### config.mk
export PLATFORM = sky130hd
export DESIGN_NAME = bsc_press
export DESIGN_NICKNAME = d
export VERILOG_FILES = /design/src/sv/bsc_pkg.sv /design/src/sv/bsc_press.sv
export SDC_FILE = /design/constraint.sdc
export NUM_CORES = 2
export LEC_CHECK = 0
export ABC_AREA = 0
export ABC_CLOCK_PERIOD_IN_PS = 7550
export BUFFER_PORTS_ARGS = -buffer_cell sky130_fd_sc_hd__buf_4
export CAP_MARGIN = 10
export CORE_MARGIN = 2
export CORE_UTILIZATION = 40
export CTS_CLUSTER_SIZE = 24
export DETAILED_ROUTE_END_ITERATION = 10
export HOLD_SLACK_MARGIN = 0.05
export PLACE_DENSITY = 0.65
export SYNTH_ARGS = -nofsm -noshare
export SYNTH_HDL_FRONTEND = slang
export SYNTH_SLANG_ARGS = --single-unit
export TNS_END_PERCENT = 50
### constraint.sdc
create_clock -name clk -period 7.55 [get_ports clk]
set_input_delay 1.51 -clock clk [delete_from_list [all_inputs] [get_ports clk]]
set_output_delay 1.51 -clock clk [all_outputs]
set_load 0.01 [all_outputs]
### src/sv/bsc_pkg.sv
`timescale 1ns / 1ps

package bsc_pkg;

    localparam int RAW_W       = 24;
    localparam int COEF_W      = 16;
    localparam int CFG_IDX_W   = 3;

    localparam int DT_W        = 25;
    localparam int PROD1_W     = 42;
    localparam int DTSQ_W      = 49;
    localparam int Q_W         = 18;
    localparam int TEMP1_W     = 19;
    localparam int B_W         = 19;
    localparam int T2_W        = 17;
    localparam int OFF1_W      = 37;
    localparam int SENS1_W     = 36;
    localparam int SQ_W        = 35;
    localparam int OFF2_W      = 40;
    localparam int SENS2_W     = 39;
    localparam int TEMP2_W     = 20;
    localparam int OFFF_W      = 42;
    localparam int SENSF_W     = 41;
    localparam int LO_W        = 20;
    localparam int PPLO_W      = 44;
    localparam int PPHI_W      = 46;
    localparam int PROD_W      = 66;
    localparam int PRESS_W     = 31;

    localparam int TEMP_OUT_W  = 15;
    localparam int PRESS_OUT_W = 18;

    localparam int TEMP_SHIFT  = 23;
    localparam int OFF_SHIFT   = 6;
    localparam int SENS_SHIFT  = 7;
    localparam int OFF_SCALE   = 17;
    localparam int SENS_SCALE  = 16;
    localparam int REF_SCALE   = 8;
    localparam int P1_SHIFT    = 21;
    localparam int P2_SHIFT    = 15;
    localparam int SQ_SHIFT    = 4;

    localparam int TEMP_BASE    = 2000;
    localparam int VCOLD_LIMIT  = 1500;
    localparam int VCOLD_OFFSET = TEMP_BASE + VCOLD_LIMIT;

    localparam int T2_WARM_MUL = 5;
    localparam int T2_WARM_SH  = 38;
    localparam int T2_COLD_MUL = 3;
    localparam int T2_COLD_SH  = 33;
    localparam int OFF2_COLD   = 61;
    localparam int SENS2_COLD  = 29;
    localparam int OFF2_VCOLD  = 17;
    localparam int SENS2_VCOLD = 9;

    localparam int TEMP_LOW   = -4000;
    localparam int TEMP_HIGH  = 8500;
    localparam int PRESS_HIGH = 200000;

    typedef enum logic [CFG_IDX_W-1:0] {
        REG_SENS_COEF,
        REG_OFFSET_COEF,
        REG_SENS_TEMPCO,
        REG_OFFSET_TEMPCO,
        REG_REF_TEMP_COEF,
        REG_TEMP_SLOPE_COEF
    } cfg_reg_t;

    typedef struct packed {
        logic [COEF_W-1:0] sens_coef;
        logic [COEF_W-1:0] offset_coef;
        logic [COEF_W-1:0] sens_tempco;
        logic [COEF_W-1:0] offset_tempco;
        logic [COEF_W-1:0] ref_temp_coef;
        logic [COEF_W-1:0] temp_slope_coef;
    } cfg_t;

    typedef struct packed {
        logic        [RAW_W-1:0]   d1;
        logic signed [TEMP1_W-1:0] temp1;
        logic signed [Q_W-1:0]     a;
        logic signed [B_W-1:0]     b;
        logic        [T2_W-1:0]    t2;
        logic                      cold;
        logic                      vcold;
        logic signed [OFF1_W-1:0]  off1;
        logic signed [SENS1_W-1:0] sens1;
    } front_t;

    typedef struct packed {
        logic        [RAW_W-1:0]      d1;
        logic signed [TEMP_OUT_W-1:0] temp_c;
        logic                         clip_t;
        logic signed [OFFF_W-1:0]     off_f;
        logic signed [SENSF_W-1:0]    sens_f;
    } corr_t;

endpackage

### src/sv/bsc_press.sv
`timescale 1ns / 1ps

module bsc_press (
    input  logic                                  clk,
    input  logic                                  rst_n,
    input  logic                                  in_valid,
    output logic                                  in_ready,
    input  bsc_pkg::corr_t                        in_data,
    output logic                                  out_valid,
    input  logic                                  out_ready,
    output logic signed [bsc_pkg::TEMP_OUT_W-1:0] temp_centi,
    output logic        [bsc_pkg::PRESS_OUT_W-1:0] press_centi_mbar,
    output logic                                  clipped
);
    import bsc_pkg::*;

    localparam int X_W = PROD_W - P1_SHIFT;
    localparam int Y_W = X_W + 1;
    localparam logic signed [PRESS_W-1:0] P_HIGH = PRESS_W'(PRESS_HIGH);

    logic [3:0] valid_reg;
    logic [3:0] en;

    logic        [PPLO_W-1:0]     pplo_s7_reg;
    logic signed [PPHI_W-1:0]     pphi_s7_reg;
    logic signed [OFFF_W-1:0]     off_s7_reg;
    logic signed [TEMP_OUT_W-1:0] temp_s7_reg;
    logic                         clip_s7_reg;
    logic        [PPLO_W-1:0]     pplo_next;
    logic signed [PPHI_W-1:0]     pphi_next;

    logic signed [PROD_W-1:0]     prod_s8_reg;
    logic signed [OFFF_W-1:0]     off_s8_reg;
    logic signed [TEMP_OUT_W-1:0] temp_s8_reg;
    logic                         clip_s8_reg;
    logic signed [PROD_W-1:0]     prod_next;

    logic signed [PRESS_W-1:0]    press_s9_reg;
    logic signed [TEMP_OUT_W-1:0] temp_s9_reg;
    logic                         clip_s9_reg;
    logic signed [X_W-1:0]        x;
    logic signed [Y_W-1:0]        y;

    logic signed [TEMP_OUT_W-1:0]  temp_out_reg;
    logic        [PRESS_OUT_W-1:0] press_out_reg;
    logic                          clip_out_reg;
    logic        [PRESS_OUT_W-1:0] press_out_next;
    logic                          clip_p_next;

    always_comb
    begin
        en[3] = !valid_reg[3] || out_ready;
        en[2] = !valid_reg[2] || en[3];
        en[1] = !valid_reg[1] || en[2];
        en[0] = !valid_reg[0] || en[1];
    end

    assign in_ready         = en[0];
    assign out_valid        = valid_reg[3];
    assign temp_centi       = temp_out_reg;
    assign press_centi_mbar = press_out_reg;
    assign clipped          = clip_out_reg;

    always_ff @(posedge clk or negedge rst_n)
    begin
        if (!rst_n)
        begin
            valid_reg <= '0;
        end
        else
        begin
            if (en[0])
            begin
                valid_reg[0] <= in_valid;
            end
            if (en[1])
            begin
                valid_reg[1] <= valid_reg[0];
            end
            if (en[2])
            begin
                valid_reg[2] <= valid_reg[1];
            end
            if (en[3])
            begin
                valid_reg[3] <= valid_reg[2];
            end
        end
    end

    // D1 * SENS as two partial products
    always_comb
    begin
        pplo_next = PPLO_W'(in_data.d1) * PPLO_W'(in_data.sens_f[LO_W-1:0]);
        pphi_next = $signed({1'b0, in_data.d1}) * $signed(in_data.sens_f[SENSF_W-1:LO_W]);
    end

    always_comb
    begin
        prod_next = $signed({pphi_s7_reg, {LO_W{1'b0}}})
                  + $signed({{(PROD_W-PPLO_W){1'b0}}, pplo_s7_reg});
    end

    always_comb
    begin
        x = $signed(prod_s8_reg[PROD_W-1:P1_SHIFT]);
        y = $signed({x[X_W-1], x})
          - $signed({{(Y_W-OFFF_W){off_s8_reg[OFFF_W-1]}}, off_s8_reg});
    end

    always_comb
    begin
        priority if (press_s9_reg < 0)
        begin
            press_out_next = '0;
            clip_p_next    = 1'b1;
        end
        else if (press_s9_reg > P_HIGH)
        begin
            press_out_next = PRESS_OUT_W'(P_HIGH);
            clip_p_next    = 1'b1;
        end
        else
        begin
            press_out_next = PRESS_OUT_W'(press_s9_reg);
            clip_p_next    = 1'b0;
        end
    end

    always_ff @(posedge clk)
    begin
        if (en[0])
        begin
            pplo_s7_reg <= pplo_next;
            pphi_s7_reg <= pphi_next;
            off_s7_reg  <= in_data.off_f;
            temp_s7_reg <= in_data.temp_c;
            clip_s7_reg <= in_data.clip_t;
        end
        if (en[1])
        begin
            prod_s8_reg <= prod_next;
            off_s8_reg  <= off_s7_reg;
            temp_s8_reg <= temp_s7_reg;
            clip_s8_reg <= clip_s7_reg;
        end
        if (en[2])
        begin
            press_s9_reg <= $signed(y[Y_W-1:P2_SHIFT]);
            temp_s9_reg  <= temp_s8_reg;
            clip_s9_reg  <= clip_s8_reg;
        end
        if (en[3])
        begin
            temp_out_reg  <= temp_s9_reg;
            press_out_reg <= press_out_next;
            clip_out_reg  <= clip_s9_reg | clip_p_next;
        end
    end

endmodule

# [Word-level counts from Yosys, hierarchy flattened]
# Index checks and enable logic that the tools add are counted.
[word_totals] reg_bits=357 inputBits=127
[op_classes] add_sub_neg=2 multipliers=2 order_cmp=2 mux=3 bitwise_logic=1 reduce_logical=9
[ops] cell="adder 66 x 45 -> 66 bit" n=1
[ops] cell="multiplier 25 x 21 -> 46 bit" n=1
[ops] cell="subtractor 45 x 42 -> 46 bit" n=1
[ops] cell="multiplier 24 x 20 -> 44 bit" n=1
[ops] cell="> comparator 31 x 19 -> 1 bit (second input constant)" n=1
[ops] cell="< comparator 31 x 1 -> 1 bit (second input constant)" n=1
[ops] cell="two-way mux 18 bit" n=1
[ops] cell="logical NOT 1 bit" n=4
[ops] cell="logical OR 1 bit" n=4
[ops] cell="two-way mux 1 bit" n=2
[ops] cell="OR reduction 2 bit" n=1
[ops] cell="bitwise OR 1 bit" n=1

# [Logic depth before layout (Yosys ltp)]
[depth] depth_word=5 mapped_depth=26 mapped_depth_nobuf=25

# [Worst setup path before layout]
# No wires, ideal clock.
[synth_path] path_kind="in2reg" start="input port in_data[5] in the netlist's numbering" end="register pplo_s7_reg[43], data pin" setup_ns=0.264 arrival_time_ns=7.701 slack_ns=-0.414 stages=24 path_cell_list="clkbuf_1 nand2_1 fa_1 inv_1 fa_1 inv_1 fa_1 inv_1 fa_1 fa_1 fa_1 inv_1 fa_1 inv_1 ha_1 a21o_1 a21oi_1 o21ai_0 and4_1 o31a_1 a21o_1 or4_1 a31oi_1 xor2_1"
[synth_between] elab_chain_cells=1
[synth_lines] item="start, declared" line="bsc_press.sv:8" text="input bsc_pkg::corr_t in_data,"
[synth_lines] item="multiplier 24 x 20 -> 44 bit" line="bsc_press.sv:94" text="pplo_next = PPLO_W'(in_data.d1) * PPLO_W'(in_data.sens_f[LO_W-1:0]);"
[synth_lines] item="named net pplo_next[43]" line="bsc_press.sv:29" text="logic [PPLO_W-1:0] pplo_next;"
[synth_lines] item="end signal, assigned" line="bsc_press.sv:134" text="pplo_s7_reg <= pplo_next;"
[synth_lines] item="end, declared" line="bsc_press.sv:24" text="logic [PPLO_W-1:0] pplo_s7_reg;"
# The timed path passes the listed nets, and every way through them passes these cells.
# A chain may end at the register's enable or synchronous reset.

# [Worst setup path in the final report]
[layout_path] start="input port in_data[107] in the netlist's numbering" end="register pphi_s7_reg[42], data pin"
[layout_between] elab_chain_cells=1
[layout_lines] item="multiplier 25 x 21 -> 46 bit" line="bsc_press.sv:95" text="pphi_next = $signed({1'b0, in_data.d1}) * $signed(in_data.sens_f[SENSF_W-1:LO_W]);"
[layout_lines] item="named net pphi_next[42]" line="bsc_press.sv:30" text="logic signed [PPHI_W-1:0] pphi_next;"
[layout_lines] item="end signal, assigned" line="bsc_press.sv:135" text="pphi_s7_reg <= pphi_next;"
[layout_lines] item="end, declared" line="bsc_press.sv:25" text="logic signed [PPHI_W-1:0] pphi_s7_reg;"
# The timed path passes the listed nets, and every way through them passes these cells.

==> results by group <==
Logic synthesis
  – Synth Warn #: 0
  – Avg Inst Size Synth: 9.91 um^2
  – Cell Area, Synth: 45,600 um^2
  – Main combinational cell family by area after synthesis: adder cells
  – Adder-cell share of the synthesized area: 46.5%
  – Post-synthesis compound-gate area fraction: 5.79%
  – Syn Inst Count: 4,599
  – Sequential area share after synthesis: 20.8%
  – Ys flop type: edfxtp_1
  – Synthesized-area fraction occupied by and/or/nand/nor cells: 14.3%
  – Syn Nets: 5,936
  – Yosys reg bits: 316
  – Synthesized-area fraction occupied by xor and xnor cells: 2.58%
  – Synth async-reset ratio: 1.27%
  – Synth unique cells: 62
  – Post-synth EDFFs: 312
  – Post-synthesis mux area share: 0%

STA
  – Clock skew: 0.0258 ns
  – Fmax: 0.134 GHz
  – Max_slew headroom: 28.1%
  – Fin. Hold Viols: 0
  – Slew Limit Fails: 0
  – # setup viols final: 0
  – Worst-Margin Slew: 1.07 ns
  – Period minus WS final: 7.45 ns
  – RSZ-0062 raised after global routing: true
  – Fin crit share: 98.7%
  – Hold slack: 0.412 ns

Global routing
  – Initial antenna violation count: 8
  – Via count of the first global-routing pass: 34,417
  – First-pass GRT wire length: 183,000 um
  – GRT Total Usage: 19.9%
  – GRT Residual Overflow: 0
  – Pin count of the biggest net entering global routing: 64

Status
  – Status: completed

Placement
  – Area of placed instances: 51,600 um^2
  – Port bufs: 162
  – Routability cong.: 0.899
  – Final HPWL DP: 94,800 um

Worst setup path
  – Req. time, crit path: 7.85 ns
  – Worst Setup End Kind: flop
  – CP Max Fanout: 12
  – R2R depth: 10
  – Worst r2r src: pplo_s7_reg[22]$_DFFE_PP_
  – Setup CP Type: primary input to flop
  – Crit path launch type: primary input
  – WP data arrival: 7.75 ns
  – Reg2reg end: prod_s8_reg[48]$_DFFE_PP_
  – Reg-to-reg slack, setup: 3.80 ns

Die
  – Core area: 113,000 um^2
  – Die span in y: 342 um
  – Die X: 342 um
  – Die Footprint: 117,000 um^2
  – Initial cell density of the core: 40.4%
  – Rows: 123
  – # IOs: 163

Finish
  – Max reg flops: 46
  – Fill count: 10,391
  – Core Util, Final: 47.6%
  – Layout net count: 6,374
  – Share of cells above drive strength 1: 15.3%
  – Fin area: 53,700 um^2
  – Layout area overhead: 17.9%

Route
  – Vias: 32,515
  – Post-route antenna net violation count: 0
  – Initial DRT Pass Iterations: 7
  – Post-route DRC violation count: 0
  – Routed vias/inst: 4.95
  – Detailed-route wire length: 114,000 um
  – WL/cell: 17.4 um
  – Initial DRC count: 1,828

Worst hold path
  – Worst Hold Endpoint: temp_s8_reg[9]$_DFFE_PP_
  – Worst hold stages: 0
  – Worst min path class: flop to flop
  – Worst Min Path Start: temp_s7_reg[9]$_DFFE_PP_

CTS
  – Clock buffer count from CTS: 36
  – Clk Latency, worst-skew pair: 0.56 ns
  – Post-cts hold buffer count: 0
  – Clk slew on worst S/H paths: 0.07 ns
  – CTS tree: built
  – Max clock buf depth: 3
  – Root buf cell: clkbuf_16
  – H-tree levels: 2
  – Sink Count: 316

Job
  – Max-Cap Viols: 0
## cell usage in the layout (no fill, tap or decap), types with 13 or more instances in the layout
cell / synthesis / routed
nand2_1: 603 / 599
buf_12: 0 / 38
nand3_1: 40 / 39
xnor2_1: 82 / 82
buf_4: 0 / 528
fa_2: 0 / 16
nand4_1: 31 / 31
nor2b_1: 33 / 32
inv_1: 1014 / 1005
o21ai_0: 57 / 52
a21o_1: 69 / 69
and3_1: 18 / 13
a21oi_1: 128 / 115
nor2_1: 78 / 77
ha_1: 402 / 385
nor3_1: 17 / 16
edfxtp_1: 312 / 312
xor2_1: 52 / 52
ha_4: 0 / 16
o21bai_1: 17 / 17
clkbuf_16: 0 / 39
o21a_1: 21 / 21
nand2b_1: 28 / 28
fa_1: 808 / 792
and2_1: 438 / 426
buf_6: 0 / 24
## logic make-up (layout without fill, tap and decap cells)
logic type | after synthesis | after routing
xor+xnor | 134 | 134
fa+ha+maj | 1210 | 1210
compound gates | 405 | 405
other cells | 0 | 1
simple gates | 1319 | 1319
buf+inv | 1215 | 1681
flops | 316 | 316
## metrics by stage
step / cells / setup WS, ns / TNS [ns]
3_5_place_dp: 6479 / -0.865 / -23.65
2_1_floorplan: 4599 / -0.101 / -0.101
3_3_place_gp: 6479 / -0.786 / -20.51
4_1_cts: 6547 / 0.000525 / 0
5_1_grt: 6565 / -0.0893 / -0.275
6_report: 6566 / 0.0989 / 0
## metal layers
metal,routed length (um),part of all wire [%],track usage [%],vias to the layer above
met4,2850,2.5,5.08,12
met3,8140,7.1,3.29,172
met2,52600,46,32.1,951
li1,-,-,-,15013
met5,63,0.055,0,-
met1,50400,44,27.8,16367
## cell type report
cell class	instances	area [um^2]	area share, %
multi-input combinational	3068	32100	59.9
sequential	316	9470	17.6
timing repair buffer	601	5190	9.67
inverter	1014	3810	7.09
tap	1500	1880	3.49
clock buffer	38	930	1.73
clock inverter	28	278	0.517
antenna	1	2.50	0.00466
## cells in the mapped netlist (11+ instances only)
master    instances  area (um^2)
inv_1          1014         3810
fa_1            808        16200
nand2_1         603         2260
and2_1          438         2740
ha_1            402         5030
edfxtp_1        312         9370
clkbuf_1        198          743
a21oi_1         128          641
xnor2_1          82          718
nor2_1           78          293
a21o_1           69          518
o21ai_0          57          285
xor2_1           52          455
nand3_1          40          200
nor2b_1          33          206
nand4_1          31          194
nand2b_1         28          175
o21a_1           21          158
and3_1           18          113
nor3_1           17         85.1
o21bai_1         17          128
a211oi_1         12         90.1
and4_1           12          105
a31oi_1          11         68.8
## timing repair
item / in CTS / in global routing
gates resized for setup: 35 / 126
cloned: 0 / 2
buffers inserted: 2 / 17
pin swaps: 9 / 69
setup endpoints to repair: 16 / 29
## worst max-delay path, stage by stage
cell,delay [ns]
buf_16,0.13
buf_4,0.17
and2_1,0.15
fa_1,0.44
fa_1,0.50
inv_1,0.05
fa_1,0.48
inv_1,0.06
fa_1,0.52
fa_1,0.44
fa_1,0.49
inv_1,0.05
fa_1,0.47
inv_1,0.06
ha_4,0.22
buf_4,0.15
a221oi_4,0.36
buf_4,0.19
o21ai_4,0.09
o31ai_4,0.27
buf_6,0.15
a21oi_4,0.06
a311oi_2,0.30
o21ai_1,0.12
a21oi_1,0.19
xnor2_1,0.10
## worst max-delay path by stage
| stage | depth (start not counted) | from | endpoint | slack [ns] |
|---|---|---|---|---|
| floorplan | 23 | in_data[3] | pplo_s7_reg[43]$_DFFE_PP_ | -0.10 |
| global placement | 26 | in_data[105] | pplo_s7_reg[42]$_DFFE_PP_ | -0.79 |
| detailed placement | 24 | in_data[110] | pplo_s7_reg[42]$_DFFE_PP_ | -0.86 |
| CTS | 24 | in_data[116] | pplo_s7_reg[43]$_DFFE_PP_ | 0.0005 |
| global route | 28 | in_data[20] | pphi_s7_reg[42]$_DFFE_PP_ | -0.09 |
| finish | 26 | in_data[107] | pphi_s7_reg[42]$_DFFE_PP_ | 0.1 |
Power is left out: the tool's default activity adds up to more than one toggle a clock period on the data nets, which glitch-free logic cannot reach.
