### config.mk
export PLATFORM = sky130hd
export DESIGN_NAME = bsc_corr
export DESIGN_NICKNAME = d
export VERILOG_FILES = /design/src/sv/bsc_pkg.sv /design/src/sv/bsc_corr.sv
export SDC_FILE = /design/constraint.sdc
export NUM_CORES = 2
export LEC_CHECK = 0
export ABC_AREA = 0
export BUFFER_PORTS_ARGS = -buffer_cell sky130_fd_sc_hd__buf_2
export CORE_ASPECT_RATIO = 0.9
export CORE_MARGIN = 2
export CORE_UTILIZATION = 40
export CTS_CLUSTER_SIZE = 30
export DETAILED_ROUTE_END_ITERATION = 7
export HOLD_SLACK_MARGIN = 0.1
export PLACE_DENSITY = 0.53
export SLEW_MARGIN = 25
export SYNTH_ARGS = -nofsm -noshare
export SYNTH_HDL_FRONTEND = slang
export SYNTH_SLANG_ARGS = --single-unit
### constraint.sdc
create_clock -name clk -period 13.19 [get_ports clk]
set_input_delay 1.9785 -clock clk [delete_from_list [all_inputs] [get_ports clk]]
set_output_delay 1.9785 -clock clk [all_outputs]
set_load 0.005 [all_outputs]
### src/sv/bsc_pkg.sv
`timescale 1ns / 1ps

package bsc_pkg;

    localparam int RAW_W       = 24;
    localparam int COEF_W      = 16;
    localparam int CFG_IDX_W   = 3;

    localparam int DT_W        = 25;
    localparam int PROD1_W     = 42;
    localparam int DTSQ_W      = 49;
    localparam int Q_W         = 18;
    localparam int TEMP1_W     = 19;
    localparam int B_W         = 19;
    localparam int T2_W        = 17;
    localparam int OFF1_W      = 37;
    localparam int SENS1_W     = 36;
    localparam int SQ_W        = 35;
    localparam int OFF2_W      = 40;
    localparam int SENS2_W     = 39;
    localparam int TEMP2_W     = 20;
    localparam int OFFF_W      = 42;
    localparam int SENSF_W     = 41;
    localparam int LO_W        = 20;
    localparam int PPLO_W      = 44;
    localparam int PPHI_W      = 46;
    localparam int PROD_W      = 66;
    localparam int PRESS_W     = 31;

    localparam int TEMP_OUT_W  = 15;
    localparam int PRESS_OUT_W = 18;

    localparam int TEMP_SHIFT  = 23;
    localparam int OFF_SHIFT   = 6;
    localparam int SENS_SHIFT  = 7;
    localparam int OFF_SCALE   = 17;
    localparam int SENS_SCALE  = 16;
    localparam int REF_SCALE   = 8;
    localparam int P1_SHIFT    = 21;
    localparam int P2_SHIFT    = 15;
    localparam int SQ_SHIFT    = 4;

    localparam int TEMP_BASE    = 2000;
    localparam int VCOLD_LIMIT  = 1500;
    localparam int VCOLD_OFFSET = TEMP_BASE + VCOLD_LIMIT;

    localparam int T2_WARM_MUL = 5;
    localparam int T2_WARM_SH  = 38;
    localparam int T2_COLD_MUL = 3;
    localparam int T2_COLD_SH  = 33;
    localparam int OFF2_COLD   = 61;
    localparam int SENS2_COLD  = 29;
    localparam int OFF2_VCOLD  = 17;
    localparam int SENS2_VCOLD = 9;

    localparam int TEMP_LOW   = -4000;
    localparam int TEMP_HIGH  = 8500;
    localparam int PRESS_HIGH = 200000;

    typedef enum logic [CFG_IDX_W-1:0] {
        REG_SENS_COEF,
        REG_OFFSET_COEF,
        REG_SENS_TEMPCO,
        REG_OFFSET_TEMPCO,
        REG_REF_TEMP_COEF,
        REG_TEMP_SLOPE_COEF
    } cfg_reg_t;

    typedef struct packed {
        logic [COEF_W-1:0] sens_coef;
        logic [COEF_W-1:0] offset_coef;
        logic [COEF_W-1:0] sens_tempco;
        logic [COEF_W-1:0] offset_tempco;
        logic [COEF_W-1:0] ref_temp_coef;
        logic [COEF_W-1:0] temp_slope_coef;
    } cfg_t;

    typedef struct packed {
        logic        [RAW_W-1:0]   d1;
        logic signed [TEMP1_W-1:0] temp1;
        logic signed [Q_W-1:0]     a;
        logic signed [B_W-1:0]     b;
        logic        [T2_W-1:0]    t2;
        logic                      cold;
        logic                      vcold;
        logic signed [OFF1_W-1:0]  off1;
        logic signed [SENS1_W-1:0] sens1;
    } front_t;

    typedef struct packed {
        logic        [RAW_W-1:0]      d1;
        logic signed [TEMP_OUT_W-1:0] temp_c;
        logic                         clip_t;
        logic signed [OFFF_W-1:0]     off_f;
        logic signed [SENSF_W-1:0]    sens_f;
    } corr_t;

endpackage

### src/sv/bsc_corr.sv
`timescale 1ns / 1ps

module bsc_corr (
    input  logic             clk,
    input  logic             rst_n,
    input  logic             in_valid,
    output logic             in_ready,
    input  bsc_pkg::front_t  in_data,
    output logic             out_valid,
    input  logic             out_ready,
    output bsc_pkg::corr_t   out_data
);
    import bsc_pkg::*;

    localparam int OA_W = SQ_W + 6;
    localparam int SA_W = SQ_W + 5;
    localparam logic signed [TEMP2_W-1:0] T_LOW  = TEMP2_W'(TEMP_LOW);
    localparam logic signed [TEMP2_W-1:0] T_HIGH = TEMP2_W'(TEMP_HIGH);

    logic [2:0] valid_reg;
    logic [2:0] en;

    front_t                  f_s4_reg;
    logic [SQ_W-1:0]         asq_s4_reg;
    logic [SQ_W-1:0]         bsq_s4_reg;
    logic signed [2*Q_W-1:0] asq_full;
    logic signed [2*B_W-1:0] bsq_full;

    logic        [RAW_W-1:0]      d1_s5_reg;
    logic signed [OFF1_W-1:0]     off1_s5_reg;
    logic signed [SENS1_W-1:0]    sens1_s5_reg;
    logic        [OFF2_W-1:0]     off2_s5_reg;
    logic        [SENS2_W-1:0]    sens2_s5_reg;
    logic signed [TEMP_OUT_W-1:0] temp_c_s5_reg;
    logic                         clip_t_s5_reg;
    logic        [OFF2_W-1:0]     off2_next;
    logic        [SENS2_W-1:0]    sens2_next;
    logic signed [TEMP_OUT_W-1:0] temp_c_next;
    logic                         clip_t_next;
    logic        [OA_W-1:0]       off2a;
    logic        [OFF2_W-1:0]     off2b;
    logic        [SA_W-1:0]       sens2a;
    logic        [SENS2_W-1:0]    sens2b;
    logic signed [TEMP2_W-1:0]    temp2;

    corr_t out_reg;
    corr_t out_next;

    always_comb
    begin
        en[2] = !valid_reg[2] || out_ready;
        en[1] = !valid_reg[1] || en[2];
        en[0] = !valid_reg[0] || en[1];
    end

    assign in_ready  = en[0];
    assign out_valid = valid_reg[2];
    assign out_data  = out_reg;

    always_ff @(posedge clk or negedge rst_n)
    begin
        if (!rst_n)
        begin
            valid_reg <= '0;
        end
        else
        begin
            if (en[0])
            begin
                valid_reg[0] <= in_valid;
            end
            if (en[1])
            begin
                valid_reg[1] <= valid_reg[0];
            end
            if (en[2])
            begin
                valid_reg[2] <= valid_reg[1];
            end
        end
    end

    always_comb
    begin
        asq_full = in_data.a * in_data.a;
        bsq_full = in_data.b * in_data.b;
    end

    // second-order terms, corrected temperature
    always_comb
    begin
        off2a  = OA_W'(asq_s4_reg) * OA_W'(OFF2_COLD);
        off2b  = OFF2_W'(bsq_s4_reg) * OFF2_W'(OFF2_VCOLD);
        sens2a = SA_W'(asq_s4_reg) * SA_W'(SENS2_COLD);
        sens2b = SENS2_W'(bsq_s4_reg) * SENS2_W'(SENS2_VCOLD);

        off2_next  = '0;
        sens2_next = '0;
        if (f_s4_reg.cold)
        begin
            off2_next  = OFF2_W'(off2a[OA_W-1:SQ_SHIFT]);
            sens2_next = SENS2_W'(sens2a[SA_W-1:SQ_SHIFT]);
            if (f_s4_reg.vcold)
            begin
                off2_next  = off2_next + off2b;
                sens2_next = sens2_next + sens2b;
            end
        end

        temp2 = $signed({f_s4_reg.temp1[TEMP1_W-1], f_s4_reg.temp1})
              - $signed({{(TEMP2_W-T2_W){1'b0}}, f_s4_reg.t2});
        priority if (temp2 < T_LOW)
        begin
            temp_c_next = TEMP_OUT_W'(T_LOW);
            clip_t_next = 1'b1;
        end
        else if (temp2 > T_HIGH)
        begin
            temp_c_next = TEMP_OUT_W'(T_HIGH);
            clip_t_next = 1'b1;
        end
        else
        begin
            temp_c_next = TEMP_OUT_W'(temp2);
            clip_t_next = 1'b0;
        end
    end

    // corrected offset and sensitivity
    always_comb
    begin
        out_next.d1     = d1_s5_reg;
        out_next.temp_c = temp_c_s5_reg;
        out_next.clip_t = clip_t_s5_reg;
        out_next.off_f  = $signed({{(OFFF_W-OFF1_W){off1_s5_reg[OFF1_W-1]}}, off1_s5_reg})
                        - $signed({{(OFFF_W-OFF2_W){1'b0}}, off2_s5_reg});
        out_next.sens_f = $signed({{(SENSF_W-SENS1_W){sens1_s5_reg[SENS1_W-1]}},
                                   sens1_s5_reg})
                        - $signed({{(SENSF_W-SENS2_W){1'b0}}, sens2_s5_reg});
    end

    always_ff @(posedge clk)
    begin
        if (en[0])
        begin
            f_s4_reg   <= in_data;
            asq_s4_reg <= asq_full[SQ_W-1:0];
            bsq_s4_reg <= bsq_full[SQ_W-1:0];
        end
        if (en[1])
        begin
            d1_s5_reg     <= f_s4_reg.d1;
            off1_s5_reg   <= f_s4_reg.off1;
            sens1_s5_reg  <= f_s4_reg.sens1;
            off2_s5_reg   <= off2_next;
            sens2_s5_reg  <= sens2_next;
            temp_c_s5_reg <= temp_c_next;
            clip_t_s5_reg <= clip_t_next;
        end
        if (en[2])
        begin
            out_reg <= out_next;
        end
    end

endmodule

# [Yosys cells after proc, flatten, opt, wreduce, memory -nomap -nowiden]
# Index checks and enable logic that the tools add are counted.
[totals] reg_bits=523 latch_bits=0 ram_bits=0 rom_bits=0 input_bits=176 out_inout_bits=125 elab_cells=52 mem_count=0
[op_classes] addsub=5 multipliers=6 div=0 magnitude_cmp=2 eq_ne=0 n_shift=0 n_mux=4 n_bitwise=0 reduce_logical=8
[ops] operator="35-bit by 5-bit multiplier with 40-bit output, second input constant" count=2
[ops] operator="37-bit by 41-bit subtractor with 42-bit output" count=1
[ops] operator="35-bit by 6-bit multiplier with 41-bit output, second input constant" count=1
[ops] operator="36-bit by 40-bit subtractor with 41-bit output" count=1
[ops] operator="37-bit by 40-bit adder with 40-bit output" count=1
[ops] operator="36-bit by 39-bit adder with 39-bit output" count=1
[ops] operator="35-bit by 4-bit multiplier with 39-bit output, second input constant" count=1
[ops] operator="37-bit 2-to-1 mux" count=1
[ops] operator="36-bit 2-to-1 mux" count=1
[ops] operator="18-bit by 18-bit multiplier with 35-bit output" count=1
[ops] operator="19-bit by 19-bit multiplier with 35-bit output" count=1
[ops] operator="20-bit by 15-bit greater-than comparator with 1-bit output, second input constant" count=1
[ops] operator="20-bit by 13-bit less-than comparator with 1-bit output, second input constant" count=1
[ops] operator="19-bit by 18-bit subtractor with 20-bit output" count=1
[ops] operator="15-bit 2-to-1 mux" count=1
[ops] operator="1-bit logical NOT" count=3
[ops] operator="1-bit logical OR" count=3
[ops] operator="2-bit AND reduction" count=1
[ops] operator="2-bit OR reduction" count=1
[ops] operator="1-bit 2-to-1 mux" count=1

# [Logic depth before layout (Yosys ltp)]
[logic_depth] depth_word=4 mapped_depth=33 depth_no_buf=32

# [Least setup slack after synthesis]
# No wires, ideal clock.
[synth_timing] path_kind="input to register" start="input port out_ready" end="register asq_s4_reg[0] (enable)" setup_time_ps=2563 arrival_ps=7628 t_required_ps=10627 slack_ps=2999 stages=1 n_path_buf=0 path_cell_list="nand4b_1"
[synth_between] elab_chain_cells=3
[synth_rtl] element="from (decl)" line="bsc_corr.sv:10" text="input logic out_ready,"
[synth_rtl] element="1-bit logical OR" line="bsc_corr.sv:51" text="en[2] = !valid_reg[2] || out_ready;"
[synth_rtl] element="1-bit logical OR" line="bsc_corr.sv:52" text="en[1] = !valid_reg[1] || en[2];"
[synth_rtl] element="1-bit logical OR" line="bsc_corr.sv:53" text="en[0] = !valid_reg[0] || en[1];"
[synth_rtl] element="to (signal assigned)" line="bsc_corr.sv:147" text="asq_s4_reg <= asq_full[SQ_W-1:0];"
[synth_rtl] element="to (decl)" line="bsc_corr.sv:24" text="logic [SQ_W-1:0] asq_s4_reg;"
# Every way passes these cells.
# A chain may end at the register's enable or synchronous reset.

# [Worst setup path in the final report]
[layout_timing] start="register asq_s4_reg[6]" end="register off2_s5_reg[39], data pin"
[layout_between] elab_chain_cells=2
[layout_rtl] element="35-bit by 6-bit multiplier with 41-bit output" line="bsc_corr.sv:92" text="off2a = OA_W'(asq_s4_reg) * OA_W'(OFF2_COLD);"
[layout_rtl] element="37-bit by 40-bit adder with 40-bit output" line="bsc_corr.sv:105" text="off2_next = off2_next + off2b;"
[layout_rtl] element="to (signal assigned)" line="bsc_corr.sv:155" text="off2_s5_reg <= off2_next;"
[layout_rtl] element="to (decl)" line="bsc_corr.sv:32" text="logic [OFF2_W-1:0] off2_s5_reg;"
# Every way passes these cells.

==> summary.txt <==
Logic synthesis
  • Post-synth EDFFs: 518
  • Synthesized instance count: 5,540
  • Number of warnings printed during yosys synthesis: 0
  • Post-synthesis register bit count: 521
  • Sequential fraction of the synthesis area: 0.268
  • Post-synthesis async set-or-reset flop share: 0.00576
  • Average cell area after synthesis: 10.5 um2
  • Netlist area before placement: 58,300 um2
  • Ys flop type: sky130_fd_sc_hd__edfxtp_1
  • Post-synth cell types: 86

Final layout
  • Register area: 15,600 um2
  • Flip-flop count of the largest register after layout: 135
  • Post-layout nets: 7,439
  • Combined area of the multi-input logic cells: roughly 38,000 um2
  • Fill cell total of the finished layout: 13,900
  • Most common cell after layout, fill and taps aside: sky130_fd_sc_hd__inv_1
  • Fraction of final layout cells with drive strength greater than 1: 0.0756
  • Most frequent cells in the layout: 1,234 x sky130_fd_sc_hd__inv_1, 799 x sky130_fd_sc_hd__fa_1, 641 x sky130_fd_sc_hd__ha_1, 518 x sky130_fd_sc_hd__edfxtp_1, 350 x sky130_fd_sc_hd__nand2_1
  • Growth of design area from synthesis to finish: 9.90%

Global route
  • Number of global-route vias before repair: 40,500
  • Global-route usage over all layers: 0.194
  • Largest net degree at the start of global routing: 125
  • Total congestion overflow after global routing: 0
  • Wire length of the first global-routing pass: between 200 and 250 mm
  • Number of antenna violations at the first check in global routing: 4

Clock network
  • Clock sinks: 521
  • Depth of the CTS H-tree: 2
  • Post-CTS Resized: 0
  • Clock latency of the later-clocked register in the worst-skew pair: 0.66 ns
  • Maximum root-to-sink buffer count: 3
  • Post-CTS setup buffer count: 0
  • Clock buffers created by TritonCTS: 57
  • Clock tree from TritonCTS: built
  • CTS root buf: sky130_fd_sc_hd__clkbuf_16
  • Clock transition at the registers of the reported paths: around 0.060 ns
  • Hold buffer count at cts: 0

Run status
  • Outcome: complete, no violations

Timing
  • Min Tclk post-route: 8.75 ns
  • Count of final setup violators: 0
  • Unrepaired setup endpoints after global routing: no
  • Measured slew at the worst slew-check pin: 0.931 ns
  • Period Utilization, post-route: 0.664
  • Number of failing hold endpoints at the final stage: 0
  • Clock skew: around 0.031 ns
  • F_max: 0.114 GHz
  • Slew headroom: 0.379
  • TNS Setup: 0 ns
  • Number of max-slew violations in the final report: 0

Critical path
  • Signal arrival time at the worst endpoint: ~9.2 ns
  • Crit-path most repeated cell: sky130_fd_sc_hd__inv_1
  • Delay contributed by the slowest stage of the critical path: 0.64 ns
  • Critical register-to-register path startpoint: asq_s4_reg[6]$_DFFE_PP_
  • Register-to-register setup slack: 4.44 ns
  • WS Path Type: reg -> reg
  • Crit path max-delay cell type: sky130_fd_sc_hd__a2111oi_0
  • Reg2reg end: off2_s5_reg[39]$_SDFFCE_PN0P_
  • Critical path launch point type: flop
  • Crit path capture type: flop
  • Critical path required time: between 10 and 15 ns
  • Length in cells of the worst reg-to-reg path: 30
  • CP max FO: 7

Route
  • Remaining DRCs: 0
  • Number of DRC markers in iteration 0: 2,061
  • Average vias per placed instance: slightly below 5
  • Vias after detailed routing: 38,500
  • Routed WL per cell: roughly 18 um
  • Remaining antenna violation count: 0
  • Routed wire length: between 100 and 150 mm
  • Number of detailed-route iterations in the first pass: 6

Floorplan
  • Standard-cell rows: between 100 and 150
  • Vertical extent of the die: 366 um
  • Core ar.: 144,000 um2
  • Area of the die: 149,000 um2
  • DIE WIDTH: 407 um
  • Initial core utilization: 0.404
  • Total I/O pin count: ~300

Worst hold path
  • Hold Path Cell Cnt: 0
  • Hold Path Sink: sens1_s5_reg[0]$_DFFE_PP_
  • Type of the worst min-delay path: reg -> reg
  • Source of the worst hold timing path: f_s4_reg[0]$_DFFE_PP_

Placement
  • Number of port buffers: 300
  • Half-perimeter wire length after detailed placement: ~120 mm
  • Global placement routability congestion: 0.877

Flow run
  • Max-cap violation count: 0
[per-layer routing]
layer	wire, um	global-route usage	share of wire
met3	5490	0.0173	0.039
met5	27	0	0.00019
met4	1870	0.0301	0.013
met2	63500	0.310	0.45
met1	70400	0.290	0.50
[critical path, delay by kind of cell, from the launching register on]
family	cells	cell delay, ns
XOR/XNOR	1	0.20
adder cells (fa/ha/maj)	8	3.11
flip-flops	1	0.55
AND/OR/NAND/NOR	2	0.40
buffers and inverters	5	0.29
AO/OA/AOI/OAI	14	3.96
[worst max-delay path by stage]
stage | depth (start not counted) | to | slack, ns | start
after floorplan | 1 | asq_s4_reg[0]$_DFFE_PP_ | 3.00 | out_ready
after global placement | 23 | asq_s4_reg[32]$_DFFE_PP_ | 4.27 | in_data[117]
after detailed placement | 23 | asq_s4_reg[32]$_DFFE_PP_ | 4.21 | in_data[117]
after CTS | 30 | off2_s5_reg[39]$_SDFFCE_PN0P_ | 4.41 | asq_s4_reg[6]$_DFFE_PP_
after global routing | 30 | off2_s5_reg[39]$_SDFFCE_PN0P_ | 3.74 | asq_s4_reg[5]$_DFFE_PP_
final | 30 | off2_s5_reg[39]$_SDFFCE_PN0P_ | 4.44 | asq_s4_reg[6]$_DFFE_PP_
[cell type report]
type,instances,share of cell area
Tap cell,1943,0.0379
Clock inverter,41,0.00884
Sequential cell,521,0.244
Inverter,1236,0.0724
Timing Repair Buffer,314,0.0254
Clock buffer,65,0.0230
Antenna cell,1,0.0000390
Multi-Input combinational cell,3693,0.589
[through the flow]
stage / utilization / hold slack [ns] / cells / setup slack (ns) / cell area, um2
detailed placement: 0.430 / 0.405 / 7707 / 4.21 / 62100
global placement: 0.430 / 0.402 / 7707 / 4.27 / 62100
finish: 0.444 / 0.403 / 7814 / 4.44 / 64100
floorplan: - / 0.400 / 5544 / 3.00 / 58400
CTS: 0.444 / 0.399 / 7813 / 4.41 / 64100
global route: 0.444 / 0.421 / 7814 / 3.74 / 64100
[cells by family (layout without fill, tap and decap cells)]
family | after synthesis | after routing | share of synthesized area
AO/OA/AOI/OAI | 878 | 878 | 0.100
buffers and inverters | 1330 | 1656 | 0.0857
flip-flops | 521 | 521 | 0.268
AND/OR/NAND/NOR | 1063 | 1063 | 0.0879
adder cells (fa/ha/maj) | 1440 | 1440 | 0.412
XOR/XNOR | 287 | 287 | 0.0431
multiplexers | 19 | 19 | 0.00332
other | 2 | 7 | 0.000129
[synth_stat cells, types with 8 or more instances]
master / count / share of area
sky130_fd_sc_hd__mux2i_1: 16 / 0.0027
sky130_fd_sc_hd__buf_1: 11 / 0.00071
sky130_fd_sc_hd__a21oi_1: 247 / 0.021
sky130_fd_sc_hd__edfxtp_1: 518 / 0.27
sky130_fd_sc_hd__nand3_1: 48 / 0.0041
sky130_fd_sc_hd__and3_1: 27 / 0.0029
sky130_fd_sc_hd__nand2b_1: 50 / 0.0054
sky130_fd_sc_hd__o21a_1: 55 / 0.0071
sky130_fd_sc_hd__a21o_1: 121 / 0.016
sky130_fd_sc_hd__o211ai_1: 22 / 0.0028
sky130_fd_sc_hd__xor2_1: 91 / 0.014
sky130_fd_sc_hd__o31ai_1: 15 / 0.0019
sky130_fd_sc_hd__o21bai_1: 40 / 0.0051
sky130_fd_sc_hd__a221o_1: 10 / 0.0017
sky130_fd_sc_hd__and4_1: 9 / 0.0014
sky130_fd_sc_hd__fa_1: 799 / 0.27
sky130_fd_sc_hd__a211oi_1: 32 / 0.0041
sky130_fd_sc_hd__nor3_1: 55 / 0.0047
sky130_fd_sc_hd__ha_1: 641 / 0.14
sky130_fd_sc_hd__nand2_1: 350 / 0.023
sky130_fd_sc_hd__or3_1: 21 / 0.0023
sky130_fd_sc_hd__clkbuf_1: 82 / 0.0053
sky130_fd_sc_hd__or2_2: 16 / 0.0017
sky130_fd_sc_hd__a21boi_0: 12 / 0.0015
sky130_fd_sc_hd__or4_1: 9 / 0.0012
sky130_fd_sc_hd__and2_1: 146 / 0.016
sky130_fd_sc_hd__o22ai_1: 9 / 0.00097
sky130_fd_sc_hd__nor2b_1: 46 / 0.0049
sky130_fd_sc_hd__a31oi_1: 22 / 0.0024
sky130_fd_sc_hd__a22o_1: 10 / 0.0015
sky130_fd_sc_hd__xnor2_1: 196 / 0.029
sky130_fd_sc_hd__nor4_1: 8 / 0.00086
sky130_fd_sc_hd__a211o_1: 17 / 0.0026
sky130_fd_sc_hd__nor2_1: 235 / 0.015
sky130_fd_sc_hd__o21ai_0: 150 / 0.013
sky130_fd_sc_hd__nand4_1: 23 / 0.0025
sky130_fd_sc_hd__a2111oi_0: 9 / 0.0014
sky130_fd_sc_hd__inv_1: 1235 / 0.079
Power is left out: the tool's default activity adds up to more than one toggle a clock period on the data nets, which glitch-free logic cannot reach.
